==> src/spq_pkg.sv <==
// Shared types, codes and helpers for the stable priority queue.
package spq_pkg;

   // Width of a stored priority and its legal range.
   localparam int PRI_BITS = 3;
   localparam logic [PRI_BITS-1:0] MAX_PRIORITY = 3'd5;
   localparam logic [PRI_BITS-1:0] MIN_PRIORITY = 3'd1;

   // Request modes.
   localparam logic MODE_PUSH = 1'b0;
   localparam logic MODE_POP  = 1'b1;

   // Response status codes.
   typedef enum logic [1:0] {
      STATUS_OK    = 2'd0,
      STATUS_EMPTY = 2'd1,
      STATUS_FULL  = 2'd2
   } status_type;

   // Operation that every cell of the row performs.
   typedef enum logic [1:0] {
      OP_HOLD = 2'd0,
      OP_PUSH = 2'd1,
      OP_POP  = 2'd2
   } op_type;

   // Command broadcast from the controller to all cells.
   typedef struct packed {
      op_type              op;
      logic [PRI_BITS-1:0] priority_val;
   } cell_cmd_type;

   // Saturate a pushed priority into the legal range.
   function automatic logic [PRI_BITS-1:0] clamp_priority(input logic [PRI_BITS-1:0] p);
      logic [PRI_BITS-1:0] r;
      r = p;
      if (p < MIN_PRIORITY) r = MIN_PRIORITY;
      else if (p > MAX_PRIORITY) r = MAX_PRIORITY;
      return r;
   endfunction

endpackage

==> src/spq_cell.sv <==
// One cell of the sorted row: holds one entry and trades it with its neighbors.
module spq_cell
   import spq_pkg::*;
#(
   parameter int VALUE_BITS = 16
) (
   input  logic                  clock,
   input  cell_cmd_type          cmd,
   input  logic [VALUE_BITS-1:0] new_value,
   input  logic                  occupied,
   input  logic                  left_keep,
   input  logic [VALUE_BITS-1:0] left_value,
   input  logic [PRI_BITS-1:0]   left_priority,
   input  logic [VALUE_BITS-1:0] right_value,
   input  logic [PRI_BITS-1:0]   right_priority,
   output logic                  keep,
   output logic [VALUE_BITS-1:0] value,
   output logic [PRI_BITS-1:0]   priority_val
);

   logic [VALUE_BITS-1:0] value_ff, value_in;
   logic [PRI_BITS-1:0]   priority_ff, priority_in;

   // An occupied cell whose priority is equal or higher stays in place on a push.
   assign keep = occupied && (priority_ff >= cmd.priority_val);

   // Next entry: hold, take the new entry, shift right on push, or shift left on pop.
   always_comb begin
      value_in    = value_ff;
      priority_in = priority_ff;
      case (cmd.op)
         OP_PUSH: begin
            if (!keep) begin
               if (left_keep) begin
                  value_in    = new_value;
                  priority_in = cmd.priority_val;
               end else begin
                  value_in    = left_value;
                  priority_in = left_priority;
               end
            end
         end
         OP_POP: begin
            value_in    = right_value;
            priority_in = right_priority;
         end
         default: begin
            value_in    = value_ff;
            priority_in = priority_ff;
         end
      endcase
   end

   // Entry storage needs no reset; occupancy comes from the controller's count.
   always_ff @(posedge clock) begin
      value_ff    <= value_in;
      priority_ff <= priority_in;
   end

   assign value        = value_ff;
   assign priority_val = priority_ff;

endmodule

==> src/stable_priority_queue_top.sv <==
// Top level of the stable priority queue: controller, row of cells and response register.
//
// A sorted row of CAPACITY cells keeps entries in falling priority, equal
// priorities in arrival order. A push compares the new priority against
// all cells at once and each cell either holds, takes the new entry, or
// takes its left neighbor's entry; a pop shifts every cell left by one and
// returns the old head. A new request is taken in every cycle in which the
// response register is empty or being drained, so the sustained rate is one
// request per cycle. Each request gives one response: status, the popped entry
// (zero when nothing was removed) and the occupancy after the request. A push
// to a full queue and a pop from an empty one leave the contents unchanged.
module stable_priority_queue_top
   import spq_pkg::*;
#(
   parameter int CAPACITY   = 16,
   parameter int VALUE_BITS = 16,
   localparam int CNT_BITS  = $clog2(CAPACITY + 1)
) (
   input  logic                  clock,
   input  logic                  reset,
   input  logic                  req_valid,
   output logic                  req_stall,
   input  logic                  req_mode,
   input  logic [VALUE_BITS-1:0] req_item_value,
   input  logic [PRI_BITS-1:0]   req_item_priority,
   output logic                  rsp_valid,
   input  logic                  rsp_stall,
   output logic [1:0]            rsp_status,
   output logic [VALUE_BITS-1:0] rsp_popped_value,
   output logic [PRI_BITS-1:0]   rsp_popped_priority,
   output logic [CNT_BITS-1:0]   rsp_occupancy
);

   localparam logic [CNT_BITS-1:0] FULL_COUNT = CNT_BITS'(CAPACITY);

   logic [CNT_BITS-1:0]   count_ff, count_in;
   logic                  rsp_valid_ff, rsp_valid_in;
   status_type            status_ff, status_in;
   logic [VALUE_BITS-1:0] pvalue_ff, pvalue_in;
   logic [PRI_BITS-1:0]   ppri_ff, ppri_in;
   logic [CNT_BITS-1:0]   occ_ff;

   logic accept, is_full, is_empty, do_push, do_pop;
   cell_cmd_type cmd;

   logic [VALUE_BITS-1:0] cell_value [CAPACITY];
   logic [PRI_BITS-1:0]   cell_pri   [CAPACITY];
   logic                  cell_keep  [CAPACITY];

   // Request handshake: stall only while a response waits and is itself stalled.
   assign req_stall = rsp_valid_ff && rsp_stall;
   assign accept    = req_valid && !req_stall;
   assign is_full   = (count_ff == FULL_COUNT);
   assign is_empty  = (count_ff == '0);
   assign do_push   = accept && (req_mode == MODE_PUSH) && !is_full;
   assign do_pop    = accept && (req_mode == MODE_POP) && !is_empty;

   // Command broadcast to the row.
   always_comb begin
      cmd.priority_val = clamp_priority(req_item_priority);
      if (do_push) cmd.op = OP_PUSH;
      else if (do_pop) cmd.op = OP_POP;
      else cmd.op = OP_HOLD;
   end

   // Row of cells; the head is cell zero.
   for (genvar i = 0; i < CAPACITY; i++) begin : g_cell
      logic                  left_keep;
      logic [VALUE_BITS-1:0] left_value, right_value;
      logic [PRI_BITS-1:0]   left_pri, right_pri;

      if (i == 0) begin : g_head
         assign left_keep  = 1'b1;
         assign left_value = cell_value[i];
         assign left_pri   = cell_pri[i];
      end else begin : g_inner
         assign left_keep  = cell_keep[i-1];
         assign left_value = cell_value[i-1];
         assign left_pri   = cell_pri[i-1];
      end

      if (i == CAPACITY - 1) begin : g_tail
         assign right_value = cell_value[i];
         assign right_pri   = cell_pri[i];
      end else begin : g_body
         assign right_value = cell_value[i+1];
         assign right_pri   = cell_pri[i+1];
      end

      spq_cell #(
         .VALUE_BITS(VALUE_BITS)
      ) u_cell (
         .clock         (clock),
         .cmd           (cmd),
         .new_value     (req_item_value),
         .occupied      (CNT_BITS'(i) < count_ff),
         .left_keep     (left_keep),
         .left_value    (left_value),
         .left_priority (left_pri),
         .right_value   (right_value),
         .right_priority(right_pri),
         .keep          (cell_keep[i]),
         .value         (cell_value[i]),
         .priority_val  (cell_pri[i])
      );
   end

   // Entry count and response contents.
   always_comb begin
      count_in = count_ff;
      if (do_push) count_in = count_ff + 1'b1;
      else if (do_pop) count_in = count_ff - 1'b1;

      status_in = STATUS_OK;
      if (req_mode == MODE_POP && is_empty) status_in = STATUS_EMPTY;
      else if (req_mode == MODE_PUSH && is_full) status_in = STATUS_FULL;

      pvalue_in = do_pop ? cell_value[0] : '0;
      ppri_in   = do_pop ? cell_pri[0] : '0;

      rsp_valid_in = rsp_valid_ff;
      if (accept) rsp_valid_in = 1'b1;
      else if (!rsp_stall) rsp_valid_in = 1'b0;
   end

   // Control registers.
   always_ff @(posedge clock) begin
      if (reset) begin
         count_ff     <= '0;
         rsp_valid_ff <= 1'b0;
      end else begin
         count_ff     <= count_in;
         rsp_valid_ff <= rsp_valid_in;
      end
   end

   // Response payload, loaded when a request is taken.
   always_ff @(posedge clock) begin
      if (accept) begin
         status_ff <= status_in;
         pvalue_ff <= pvalue_in;
         ppri_ff   <= ppri_in;
         occ_ff    <= count_in;
      end
   end

   assign rsp_valid           = rsp_valid_ff;
   assign rsp_status          = status_ff;
   assign rsp_popped_value    = pvalue_ff;
   assign rsp_popped_priority = ppri_ff;
   assign rsp_occupancy       = occ_ff;

endmodule

==> config.mk <==
export PLATFORM = sky130hd
export DESIGN_NAME = stable_priority_queue_top
export DESIGN_NICKNAME = d
export VERILOG_FILES = /design/src/spq_pkg.sv /design/src/spq_cell.sv /design/src/stable_priority_queue_top.sv
export SDC_FILE = /design/constraint.sdc
export NUM_CORES = 1
export LEC_CHECK = 0
export ABC_AREA = 1
export BUFFER_PORTS_ARGS = -buffer_cell sky130_fd_sc_hd__clkbuf_2
export CAP_MARGIN = 15
export CORE_MARGIN = 3
export CORE_UTILIZATION = 50
export CTS_BUF_LIST = sky130_fd_sc_hd__clkbuf_2
export CTS_CLUSTER_DIAMETER = 40
export DETAILED_ROUTE_END_ITERATION = 8
export PLACE_DENSITY = 0.66
export SLEW_MARGIN = 20
export SYNTH_ARGS = -nofsm -noshare
export SYNTH_HDL_FRONTEND = slang
export SYNTH_SLANG_ARGS = --single-unit
==> constraint.sdc <==
create_clock -name clock -period 7.7 [get_ports clock]
set_input_delay 0.385 -clock clock [delete_from_list [all_inputs] [get_ports clock]]
set_output_delay 0.385 -clock clock [all_outputs]
set_load 0.02 [all_outputs]
== Yosys cells after proc, flatten, opt, wreduce, memory -nomap -nowiden ==
Cells that the tools add are included.
Widths: inputs -> output; s select.

* Memories kept: 0
* Word-level logic and storage cells: 239
* Output and inout port bits: 28
* Bits of input ports: 24
* Memory bits (writable): 0
* Latch bits: 0
* Bits in read-only memories: 0
* Register bits: 336

* Shift-type cells: 0
* Bitwise operators: 2
* Mux-type cells: 99
* Multiply operators: 0
* Eq/ne operators: 19
* Reduce and logical (&&, ||, !) cells: 45
* Order comparisons: 34
* Divide/modulo/power cells: 0
* Add/subtract/negate cells: 2

{| class="wikitable"
|+ Operators by type and width
! operator !! count
|-
| $mux 16 || 30
|-
| $pmux 16 s2 || 15
|-
| $mux 3 || 32
|-
| $pmux 3 s2 || 15
|-
| $ge 3x3->1 || 16
|-
| $lt 4x5->1 const A || 8
|-
| $reduce_and 2->1 || 16
|-
| $ne 2x2->1 const B || 15
|-
| $logic_and 1x1->1 || 24
|-
| $lt 3x5->1 const A || 4
|-
| $lt 1x5->1 const A || 2
|-
| $lt 2x5->1 const A || 2
|-
| $mux 5 || 2
|-
| $mux 2 || 3
|-
| $add 5x1->5 const B || 1
|-
| $eq 5x5->1 const B || 1
|-
| $logic_not 5->1 || 1
|-
| $sub 5x1->5 const B || 1
|-
| $gt 3x3->1 const B || 1
|-
| $logic_not 1->1 || 3
|-
| $lt 3x1->1 const B || 1
|-
| $eq 2x1->1 const B || 1
|-
| $eq 2x2->1 const B || 1
|-
| $mux 1 || 2
|-
| 3 further kinds || 4
|}

== Depth between registers and ports, before layout ==
Gate-level depths: netlist of run 1.

* Depth after elaboration: 10
* Depth in mapped cells: 14

== Hierarchy ==
From an unflattened synthesis of run 1, not the netlist that was laid out.

* Cell total of the unflattened synthesis: 2158
* Area, all modules: 19137.1 sq um

{| class="wikitable"
|+ Modules (own cells, without submodules)
! module !! instances !! area each (sq um) !! cells each
|-
| spq_cell || 16 || 1094.8 || 124
|-
| stable_priority_queue_top || 1 || 1620.3 || 174
|}

== Worst setup path after synthesis of run 1 ==
Ideal clock, no wire load.

* Path kind: input port to flip-flop
* From: input port req_item_priority[2]
* To: register g_cell[15].u_cell.priority_ff[0] (enable)
* Arrival time: 2663 ps
* Slack: 4636 ps
* Library setup time: 401 ps
* Stages: 6
* Path through: clkinv_1 clkbuf_1 ha_1 a21oi_1 o211ai_1 a21oi_1

* Word-level cells in the longest chain between the ends: 7
* Elaborated cells between the ends (all ways): 8

{| class="wikitable"
|+ RTL lines
! item !! line !! source
|-
| from (decl) || stable_priority_queue_top.sv:25 || <nowiki>input logic [PRI_BITS-1:0] req_item_priority,</nowiki>
|-
| $gt 3x3->1 || spq_pkg.sv:38 || <nowiki>else if (p > MAX_PRIORITY) r = MAX_PRIORITY;</nowiki>
|-
| $mux 3 || spq_pkg.sv:38 ||
|-
| $mux 3 (*) || spq_pkg.sv:37 || <nowiki>if (p < MIN_PRIORITY) r = MIN_PRIORITY;</nowiki>
|-
| $ge 3x3->1 (*) || spq_cell.sv:25 || <nowiki>assign keep = occupied && (priority_ff >= cmd.priority_val);</nowiki>
|-
| $logic_and 1x1->1 (*) || spq_cell.sv:25 ||
|-
| $not 1->1 (no source line) (*) || -- ||
|-
| $reduce_and 2->1 (no source line) (*) || -- ||
|-
| to (signal assigned) || spq_cell.sv:57 || <nowiki>priority_ff <= priority_in;</nowiki>
|-
| to (decl) || spq_cell.sv:22 || <nowiki>logic [PRI_BITS-1:0] priority_ff, priority_in;</nowiki>
|}

Mark *: on every way between the ends. The rest lies on a longest branch, timed or not.
A chain may end at the register's enable or synchronous reset.

== Final worst setup path of run 1 ==
* From: input port req_item_priority[2]
* To: register g_cell[10].u_cell.value_ff[6] (enable)

* Word-level cells in the longest chain between the ends: 7
* Elaborated cells between the ends (all ways): 8

{| class="wikitable"
|+ RTL lines
! item !! line !! source
|-
| $gt 3x3->1 || spq_pkg.sv:38 ||
|-
| $mux 3 || spq_pkg.sv:38 ||
|-
| $mux 3 (*) || spq_pkg.sv:37 ||
|-
| $ge 3x3->1 (*) || spq_cell.sv:25 ||
|-
| $logic_and 1x1->1 (*) || spq_cell.sv:25 ||
|-
| $ne 2x2->1 (no source line) (*) || -- ||
|-
| $reduce_and 2->1 (no source line) (*) || -- ||
|-
| to (signal assigned) || spq_cell.sv:56 || <nowiki>value_ff <= value_in;</nowiki>
|-
| to (decl) || spq_cell.sv:21 || <nowiki>logic [VALUE_BITS-1:0] value_ff, value_in;</nowiki>
|}

Marked as above.

==> results of run 1 <==
-- final cells by class --
cell class              instances  area, sq um  share of cell area
clock inverters                28          200             0.00972
clock buffers                 135          676              0.0328
diodes                          1         2.50            0.000122
repair buffers                 87          597              0.0290
well taps                     511          639              0.0311
multi-input cells            1516         7250               0.352
inverters                     318         1190              0.0580
flip-flops and latches        336        10000               0.487
-- per-stage QoR --
| step | cell area (sq um) | utilization | instances | worst slack [ns] | hold slack, ns |
|---|---|---|---|---|---|
| finish | 20600 | 0.542 | 2932 | 3.70 | 0.0934 |
| global route | 20600 | 0.542 | 2932 | 3.40 | 0.0846 |
| CTS | 20600 | 0.541 | 2931 | 3.85 | 0.00197 |
| detailed placement | 19500 | 0.513 | 2746 | 3.36 | 0.514 |
| global placement | 19500 | 0.512 | 2746 | 3.44 | 0.491 |
| floorplan | 19400 | - | 2345 | 4.64 | 0.454 |
-- repair_timing --
action	CTS	global route
hold buffers	22	0
endpoints found under the setup margin	0	0
hold endpoints to repair	29	0
-- power by group --
group	switching (mW)	leakage, nW	total [mW]	internal [mW]
Combinational	0.776	5.85	1.06	0.286
Clock	0.786	0.652	1.36	0.571
Sequential	0.0776	3.18	2.38	2.31
-- cell usage after synthesis (16+ instances only) --
| cell type | count |
|---|---|
| sky130_fd_sc_hd__clkbuf_1 | 58 |
| sky130_fd_sc_hd__inv_1 | 312 |
| sky130_fd_sc_hd__buf_6 | 16 |
| sky130_fd_sc_hd__ha_1 | 51 |
| sky130_fd_sc_hd__buf_2 | 62 |
| sky130_fd_sc_hd__o21ai_1 | 55 |
| sky130_fd_sc_hd__o21ai_0 | 142 |
| sky130_fd_sc_hd__a21oi_1 | 20 |
| sky130_fd_sc_hd__edfxtp_1 | 330 |
| sky130_fd_sc_hd__nand3_1 | 592 |
| sky130_fd_sc_hd__nor2_1 | 36 |
| sky130_fd_sc_hd__buf_4 | 37 |
| sky130_fd_sc_hd__nand2_1 | 603 |
-- path summary, 6_finish.rpt --
kind	start	to	depth (start not counted)
max	req_item_priority[2]	g_cell[10].u_cell.value[6]	13
min reg2reg	g_cell[15].u_cell.value[15]	g_cell[14].u_cell.value[15]	2
max reg2reg	count_ff[1]	g_cell[0].u_cell.value[6]	6
min	req_item_priority[0]	g_cell[11].u_cell.priority_val[0]	8
-- flip-flops by register name, indices dropped and copies added, names as in the netlist --
signal / count
rsp_popped_value: 16
g_cell.u_cell.value: 256
count_ff: 5
rsp_popped_priority: 3
rsp_valid: 1
rsp_occupancy: 5
rsp_status: 2
g_cell.u_cell.priority_val: 48
-- cells by family (layout without fill, tap and decap cells) --
group	Yosys count	after routing	share of synthesized area
AND/OR/NAND/NOR	1245	1245	0.282
AO/OA/AOI/OAI	220	220	0.0570
adder cells (fa/ha/maj)	51	51	0.0328
buffers and inverters	493	568	0.112
other	0	1	0
flip-flops	336	336	0.516
-- worst max-delay path, stage by stage --
cell and delay [ns]:
sky130_fd_sc_hd__dlygate4sd3_1 0.53, sky130_fd_sc_hd__clkbuf_2 0.13, sky130_fd_sc_hd__nand2_1 0.06, sky130_fd_sc_hd__nand2_1 0.04
sky130_fd_sc_hd__nor2_1 0.09, sky130_fd_sc_hd__buf_4 0.30, sky130_fd_sc_hd__inv_1 0.42, sky130_fd_sc_hd__ha_1 0.44
sky130_fd_sc_hd__nand3_1 0.07, sky130_fd_sc_hd__nand3_1 0.57, sky130_fd_sc_hd__nand3_1 0.73, sky130_fd_sc_hd__nand2_1 0.20
sky130_fd_sc_hd__nand2_1 0.51
-- per-layer routing --
| metal | share of wire | global-route usage | vias to the layer above |
|---|---|---|---|
| li1 | - | - | 7871 |
| met1 | 0.39 | 0.343 | 7857 |
| met2 | 0.49 | 0.450 | 727 |
| met3 | 0.081 | 0.0547 | 179 |
| met4 | 0.038 | 0.108 | 0 |
| met5 | 0 | 0 | - |
==> run summary, run 1 <==
Yosys mapped a number of flops with a built-in enable equal to 330. Yosys printed 0 warnings. For the via count of the first global-routing pass, the log shows 16100.

The remaining number of nets flagged by the antenna check after routing was 0; the number of setup violations in the final report was 0. A synthesized cell averages 8.29 sq um. The tools report the global route total overflow as 0. Entering global routing, the biggest net connects 171 pins. Counting flops and latches in the post-synthesis netlist gives 336. The run gives 0.898 as the placer's final routability congestion estimate.

Subtracting the final worst setup slack from the clock period gives 4.00 ns. The maximum number of buffers from clock root to sink came out at 3. The kind of end point of the critical path was a register. The width of the die works out to 203 um.

The portion of synthesized cell area occupied by the leading cell type is 0.510. The filler cells instantiated in the layout total 3696. The transition time at the pin with the least slew margin is 1.21 ns. In this run the cell area of the synthesized design comes to 19400 sq um. The wire length of the first global-routing pass is 86700 um. Clock-pin slew was measured on the worst setup and hold paths at 0.12 ns. After detailed routing, the number of remaining DRC violations is 0. For this block, the routed nets add up to 55800 um of wire. After detailed routing, the average wire length per cell comes to 19.0 um. The total area inside the core boundary comes to 38000 sq um. Detailed placement finished with a half-perimeter wire length of 36900 um.

Among all flip-flop cells after synthesis, the most frequent one is sky130_fd_sc_hd__edfxtp_1. The path class of the tightest hold or removal check is in -> reg. The critical path launch point type was an input pin. After detailed routing, the number of vias per cell comes to 5.67. The share of the cycle needed by the critical path after routing is 0.519, and the H-tree depth is 3. The run gives 2420 as the synthesized net count. The library cells used most frequently in the layout, excluding fill and tap cells, are sky130_fd_sc_hd__nand2_1 (603), sky130_fd_sc_hd__nand3_1 (592), sky130_fd_sc_hd__edfxtp_1 (330). Setup total negative slack on the finished layout was measured at 0 ns. The fraction of layout cells with a size suffix above 1 is 0.0934.

The kind of critical path was in -> reg. Data on the critical path is required at its endpoint by 8.21 ns. The top cell type by total area after synthesis is sky130_fd_sc_hd__edfxtp_1. The logs give 0.516 for the sequential share of the synthesized area and 3.77 ns for the reg-to-reg setup timing slack. Sorting the synthesized cells by area gives the leading types as sky130_fd_sc_hd__edfxtp_1 (51%), sky130_fd_sc_hd__nand3_1 (15%), sky130_fd_sc_hd__nand2_1 (12%). Synthesis produced a netlist whose cell count is 2345. The flow ran to the end, and the final reports show no timing, DRC or antenna violations. The logs give 250 MHz for the fmax and 0.116 ns for the clock skew after layout. Setup repair after global routing left no endpoint under its margin.

The routed layout has 16600 vias. The worst max-slew margin expressed relative to the limit was 0.195; the die footprint was 41300 sq um. The count of boundary I/O pins was 52; the starting DRC count in detailed routing was 1886. The share of synthesized flip-flops with an asynchronous set or reset was 0; the total leakage power was 9.68 nW. The tools report the combined global-route utilization of all metal layers as 0.269.

From synthesis to final layout, the design area changed by 5.91%. The number of hold violations in the final report was 0. The run gives 0.000112 V as the peak ir drop on the vdd network. The synthesized netlist contains 24 unique library cells. The die span in y works out to 203 um.

Counting every sink on the clock net gives 336. The arrival time at the worst endpoint was 4.51 ns; the areal power density over the cells was 233 nW/um^2. The worst-path maximum fanout works out to 20. TritonCTS built the clock tree. At the end of the flow, the number of nets in the layout was 2424. The post-cts sizing count was 0. The logs give 1 for the initial antenna violation count and 6 for the first-pass detailed-route iteration total. For the initial standard-cell utilization of the core, the log shows 0.511. The root buffer selected by CTS is sky130_fd_sc_hd__clkbuf_2.

The tools report the final-report max-slew violation count as 0. The tool flagged a number of max-cap violations equal to 0. Number of placement rows: 71. Number of port buffers: 51. The clock latency at the later pin of the worst-skew pair is 1.07 ns. Clock tree synthesis inserted a total of 90 buffers. The tools report the total power as 4.80 mW. The library cell used most frequently in the layout, excluding fill and tap cells, is sky130_fd_sc_hd__nand2_1.

The run gives 0 as the number of buffers inserted by post-CTS setup repair.
(Power assumes the default switching activity.)
==> run 2: changes to the inputs <==
--- a/config.mk
+++ b/config.mk
@@ -5,7 +5,7 @@
 export SDC_FILE = /design/constraint.sdc
 export NUM_CORES = 1
 export LEC_CHECK = 0
-export ABC_AREA = 1
+export ABC_AREA = 0
 export BUFFER_PORTS_ARGS = -buffer_cell sky130_fd_sc_hd__clkbuf_2
 export CAP_MARGIN = 15
 export CORE_MARGIN = 3
==> constraint.sdc (replaced) <==
create_clock -name clock -period 3.8 [get_ports clock]
set_input_delay 0.19 -clock clock [delete_from_list [all_inputs] [get_ports clock]]
set_output_delay 0.19 -clock clock [all_outputs]
set_load 0.02 [all_outputs]
==> run summary, run 2 <==
The number of placement rows came out at 69 (-2.8%). The biggest area contributor in the post-synthesis netlist is sky130_fd_sc_hd__edfxtp_1. Clock latency at the later pin of the worst-skew pair: 1.03 ns (-0.04 ns). The synthesis-to-finish area growth was 10.1%.

Setup repair after global routing left no endpoint under its margin. The required time of the critical path was 4.59 ns (-3.62 ns). Areal power density over the cells: 533 nW/um^2 (+130%). TritonCTS built the clock tree. The worst-path maximum fanout is 75 (+280%).

In the layout the commonest cells are sky130_fd_sc_hd__o211ai_1 (506), sky130_fd_sc_hd__edfxtp_1 (330), sky130_fd_sc_hd__nand2_1 (308). The die span in y is 197 um (-3.1%). The post-synthesis mux area share was 0.0136 (+0.0136). The first-pass detailed-route iteration total was 5 (-1).

The worst setup path is captured at a register. For the sequential share of the synthesized area, the log shows 0.550 (+0.0340). For the remaining number of nets flagged by the antenna check after routing, the log shows 0 (unchanged). The number of standard cells after synthesis was 1624 (-31%); the register bit count reported by yosys was 336 (unchanged). The transition time at the pin with the least slew margin was 1.08 ns (-0.126 ns); the average via count per standard cell was 6.63 (+17%). The tools report the placer's final routability congestion estimate as 0.889 (-1.1%). Number of hold violations in the final report: 0 (unchanged). The leading cell type in the layout, fill and taps excluded was sky130_fd_sc_hd__o211ai_1.

The portion of synthesized cell area occupied by the leading cell type is 0.543 (+0.0336). The count of boundary I/O pins was 52 (unchanged); the maximum number of buffers from clock root to sink was 3 (unchanged). The routed wire length came out at 54600 um (-2.1%).

The global route total overflow was 0 (unchanged); the simple logic cell fraction of the synthesized area was 0.0947 (-0.187). The total leakage power is 6.57 nW (-32%). Mapped cell area: 18200 sq um (-6.2%). The initial standard-cell utilization of the core was 0.510 (-0.00106). The tools report the total via count in the routed design as 14800 (-11%). The total of warnings raised by yosys is 0 (unchanged). The count of hold buffers inserted by post-cts repair is 33 (+50%). The run gives 83600 um (-3.6%) as the wire length of the first global-routing pass. The TritonCTS buffer count was 89 (-1.1%).

The clock sink count is 336 (unchanged), and the core occupancy in the finished layout is 0.562 (+0.0202). The width of the die is 197 um (-3.1%). The kind of critical path is reg -> reg. The starting DRC count in detailed routing was 1625 (-14%). The number of port buffers is 51 (unchanged). For the H-tree depth, the log shows 3 (unchanged). The startpoint identified for the worst register-to-register timing path is count_ff[0].

The worst max-slew margin expressed relative to the limit is 0.280 (+0.0850), and the area share of xor/xnor cells in the synthesized design is 0.00192 (+0.00192). The run gives 2 (+1) as the initial antenna violation count. The tools report the via count of the first global-routing pass as 14400 (-11%). Number of setup violations in the final report: 0 (unchanged). The half-perimeter wire length after placement is 36400 um (-1.4%), and the final-report max-slew violation count is 0 (unchanged). In the synthesized netlist the dominant register cell turns out to be sky130_fd_sc_hd__edfxtp_1. The logs give 0.279 (+0.0100) for the combined global-route utilization of all metal layers and 0 (unchanged) for the number of buffers inserted by post-CTS setup repair.

The run gives 0 (unchanged) as the count of max-cap constraint violations. The run gives 48 (+100%) as the count of different cell masters after synthesis. The clock transition at the registers of the reported paths came out at 0.11 ns (about the same). The arrival time at the worst endpoint is 3.92 ns (-0.59 ns), and the final critical delay including setup and external delays is 3.13 ns. STA classifies the critical path startpoint as a register. The logs give 0.0955 ns (+0.00208 ns) for the minimum hold slack and 320 MHz for the fmax.

The count of cells along the worst register-to-register path was 7 (+1). In this run the clock root is driven by a sky130_fd_sc_hd__clkbuf_2. The number of enable-type register cells in the synthesized netlist is 330 (unchanged). The run gives 0.0892 ns (-0.0265 ns) as the clock skew after layout. The tools report the post-cts sizing count as 0 (unchanged). Path class of the lowest-slack min-delay path: in -> reg. The tools report the end of the worst register-to-register path as g_cell[10].u_cell.priority_val[1].

After synthesis, the most frequently instantiated cells are sky130_fd_sc_hd__o211ai_1 (506), sky130_fd_sc_hd__edfxtp_1 (330), sky130_fd_sc_hd__nand2_1 (308). The main combinational cell family by area after synthesis was compound AO/OA/AOI/OAI gates. In this run the worst setup path begins at count_ff[0].

The count of nets after finishing is 1771 (-27%), and the synthesized net count is 1699 (-30%). Fraction of layout cells with a size suffix above 1: 0.194 (+0.101). The share of the cycle needed by the critical path after routing was 0.823. The standard cell core area was 35700 sq um (-6.0%); the flip-flop count of the largest register, all copies and words added was 256 (unchanged). Total power: 10.7 mW (+120%).

The adder and majority gate portion of the synthesized area came out at 0.0350 (+0.00217). The number of remaining DRC errors came out at 0 (unchanged). The cell count of the worst hold path is 4 (-4). Yosys attributes the largest share of cell area to sky130_fd_sc_hd__edfxtp_1 (54%), sky130_fd_sc_hd__o211ai_1 (21%), sky130_fd_sc_hd__nand2_1 (6.3%). The mean area per synthesized cell works out to 11.2 sq um (+35%). The share of synthesized flip-flops with an asynchronous set or reset is 0 (unchanged). In this run the worst setup path terminates at g_cell[10].u_cell.priority_val[1]. The average wire per cell in the routed design was 24.5 um (+29%). The peak ir drop on the vdd network is 0.000287 V (+160%). The flow ran to the end, and the final reports show no timing, DRC or antenna violations. The reg-to-reg setup timing slack was 0.67 ns (-3.10 ns); the compound-cell area share of the yosys netlist was 0.251 (+0.194). For the pin count of the biggest net entering global routing, the log shows 98 (-43%). The die footprint is 38800 sq um (-6.0%). The most common cell in the synthesized netlist is sky130_fd_sc_hd__o211ai_1.
run 2: final cells by class:
cell class	count	area (sq um)
Clock buffer	126	631
Inverter	27	101
Tap cell	461	577
Sequential cell	336	10000
Multi-Input combinational cell	1083	7330
Fill cell	3147	15700
Antenna cell	2	5.00
Clock inverter	31	210
Timing Repair Buffer	159	1200
run 2: worst min-delay path by stage:
stage / from / endpoint / slack [ns]
2_1_floorplan: reset / count_ff[1] / 0.26
3_3_place_gp: req_valid / rsp_valid / 0.41
3_5_place_dp: req_valid / rsp_valid / 0.43
4_1_cts: req_item_value[8] / g_cell[15].u_cell.value[8] / 0.006
5_1_grt: req_item_value[5] / g_cell[15].u_cell.value[5] / 0.02
6_report: reset / count_ff[2] / 0.1
run 2: cells by family after synthesis:
group,after synthesis
compound gates,597
simple gates,409
flops,336
buf+inv,205
fa+ha+maj,51
mux,22
xor+xnor,4
run 2: worst max-delay path, stage by stage (launching register included):
cell	delay (ns)
sky130_fd_sc_hd__dfxtp_1	0.42
sky130_fd_sc_hd__inv_1	0.15
sky130_fd_sc_hd__ha_1	0.22
sky130_fd_sc_hd__or3b_4	0.44
sky130_fd_sc_hd__o211ai_4	0.26
sky130_fd_sc_hd__buf_12	0.34
sky130_fd_sc_hd__nand2_1	0.62
sky130_fd_sc_hd__o211ai_1	0.40
run 2: where the power goes:
group / total (mW) / switching (mW) / internal [mW]
sequential: 5.26 / 0.356 / 4.90
clock: 2.67 / 1.57 / 1.10
combinational: 2.77 / 1.76 / 1.00
run 2: metal layers:
metal / vias to the layer above / routed length (um) / track usage
met2: 814 / 23900 / 0.407
met3: 141 / 5770 / 0.0769
met4: 0 / 1820 / 0.110
met1: 7246 / 23100 / 0.397
met5: - / 0 / 0
li1: 6549 / - / -
run 2: per-stage QoR:
step	worst slack (ns)	instance area, sq um	instances	setup TNS [ns]
after global routing	0.574	20100	2225	0
after CTS	0.715	20100	2223	0
after floorplan	-0.164	18200	1624	-12.45
final	0.672	20100	2225	0
after global placement	0.712	18900	2033	0
after detailed placement	0.569	18900	2033	0
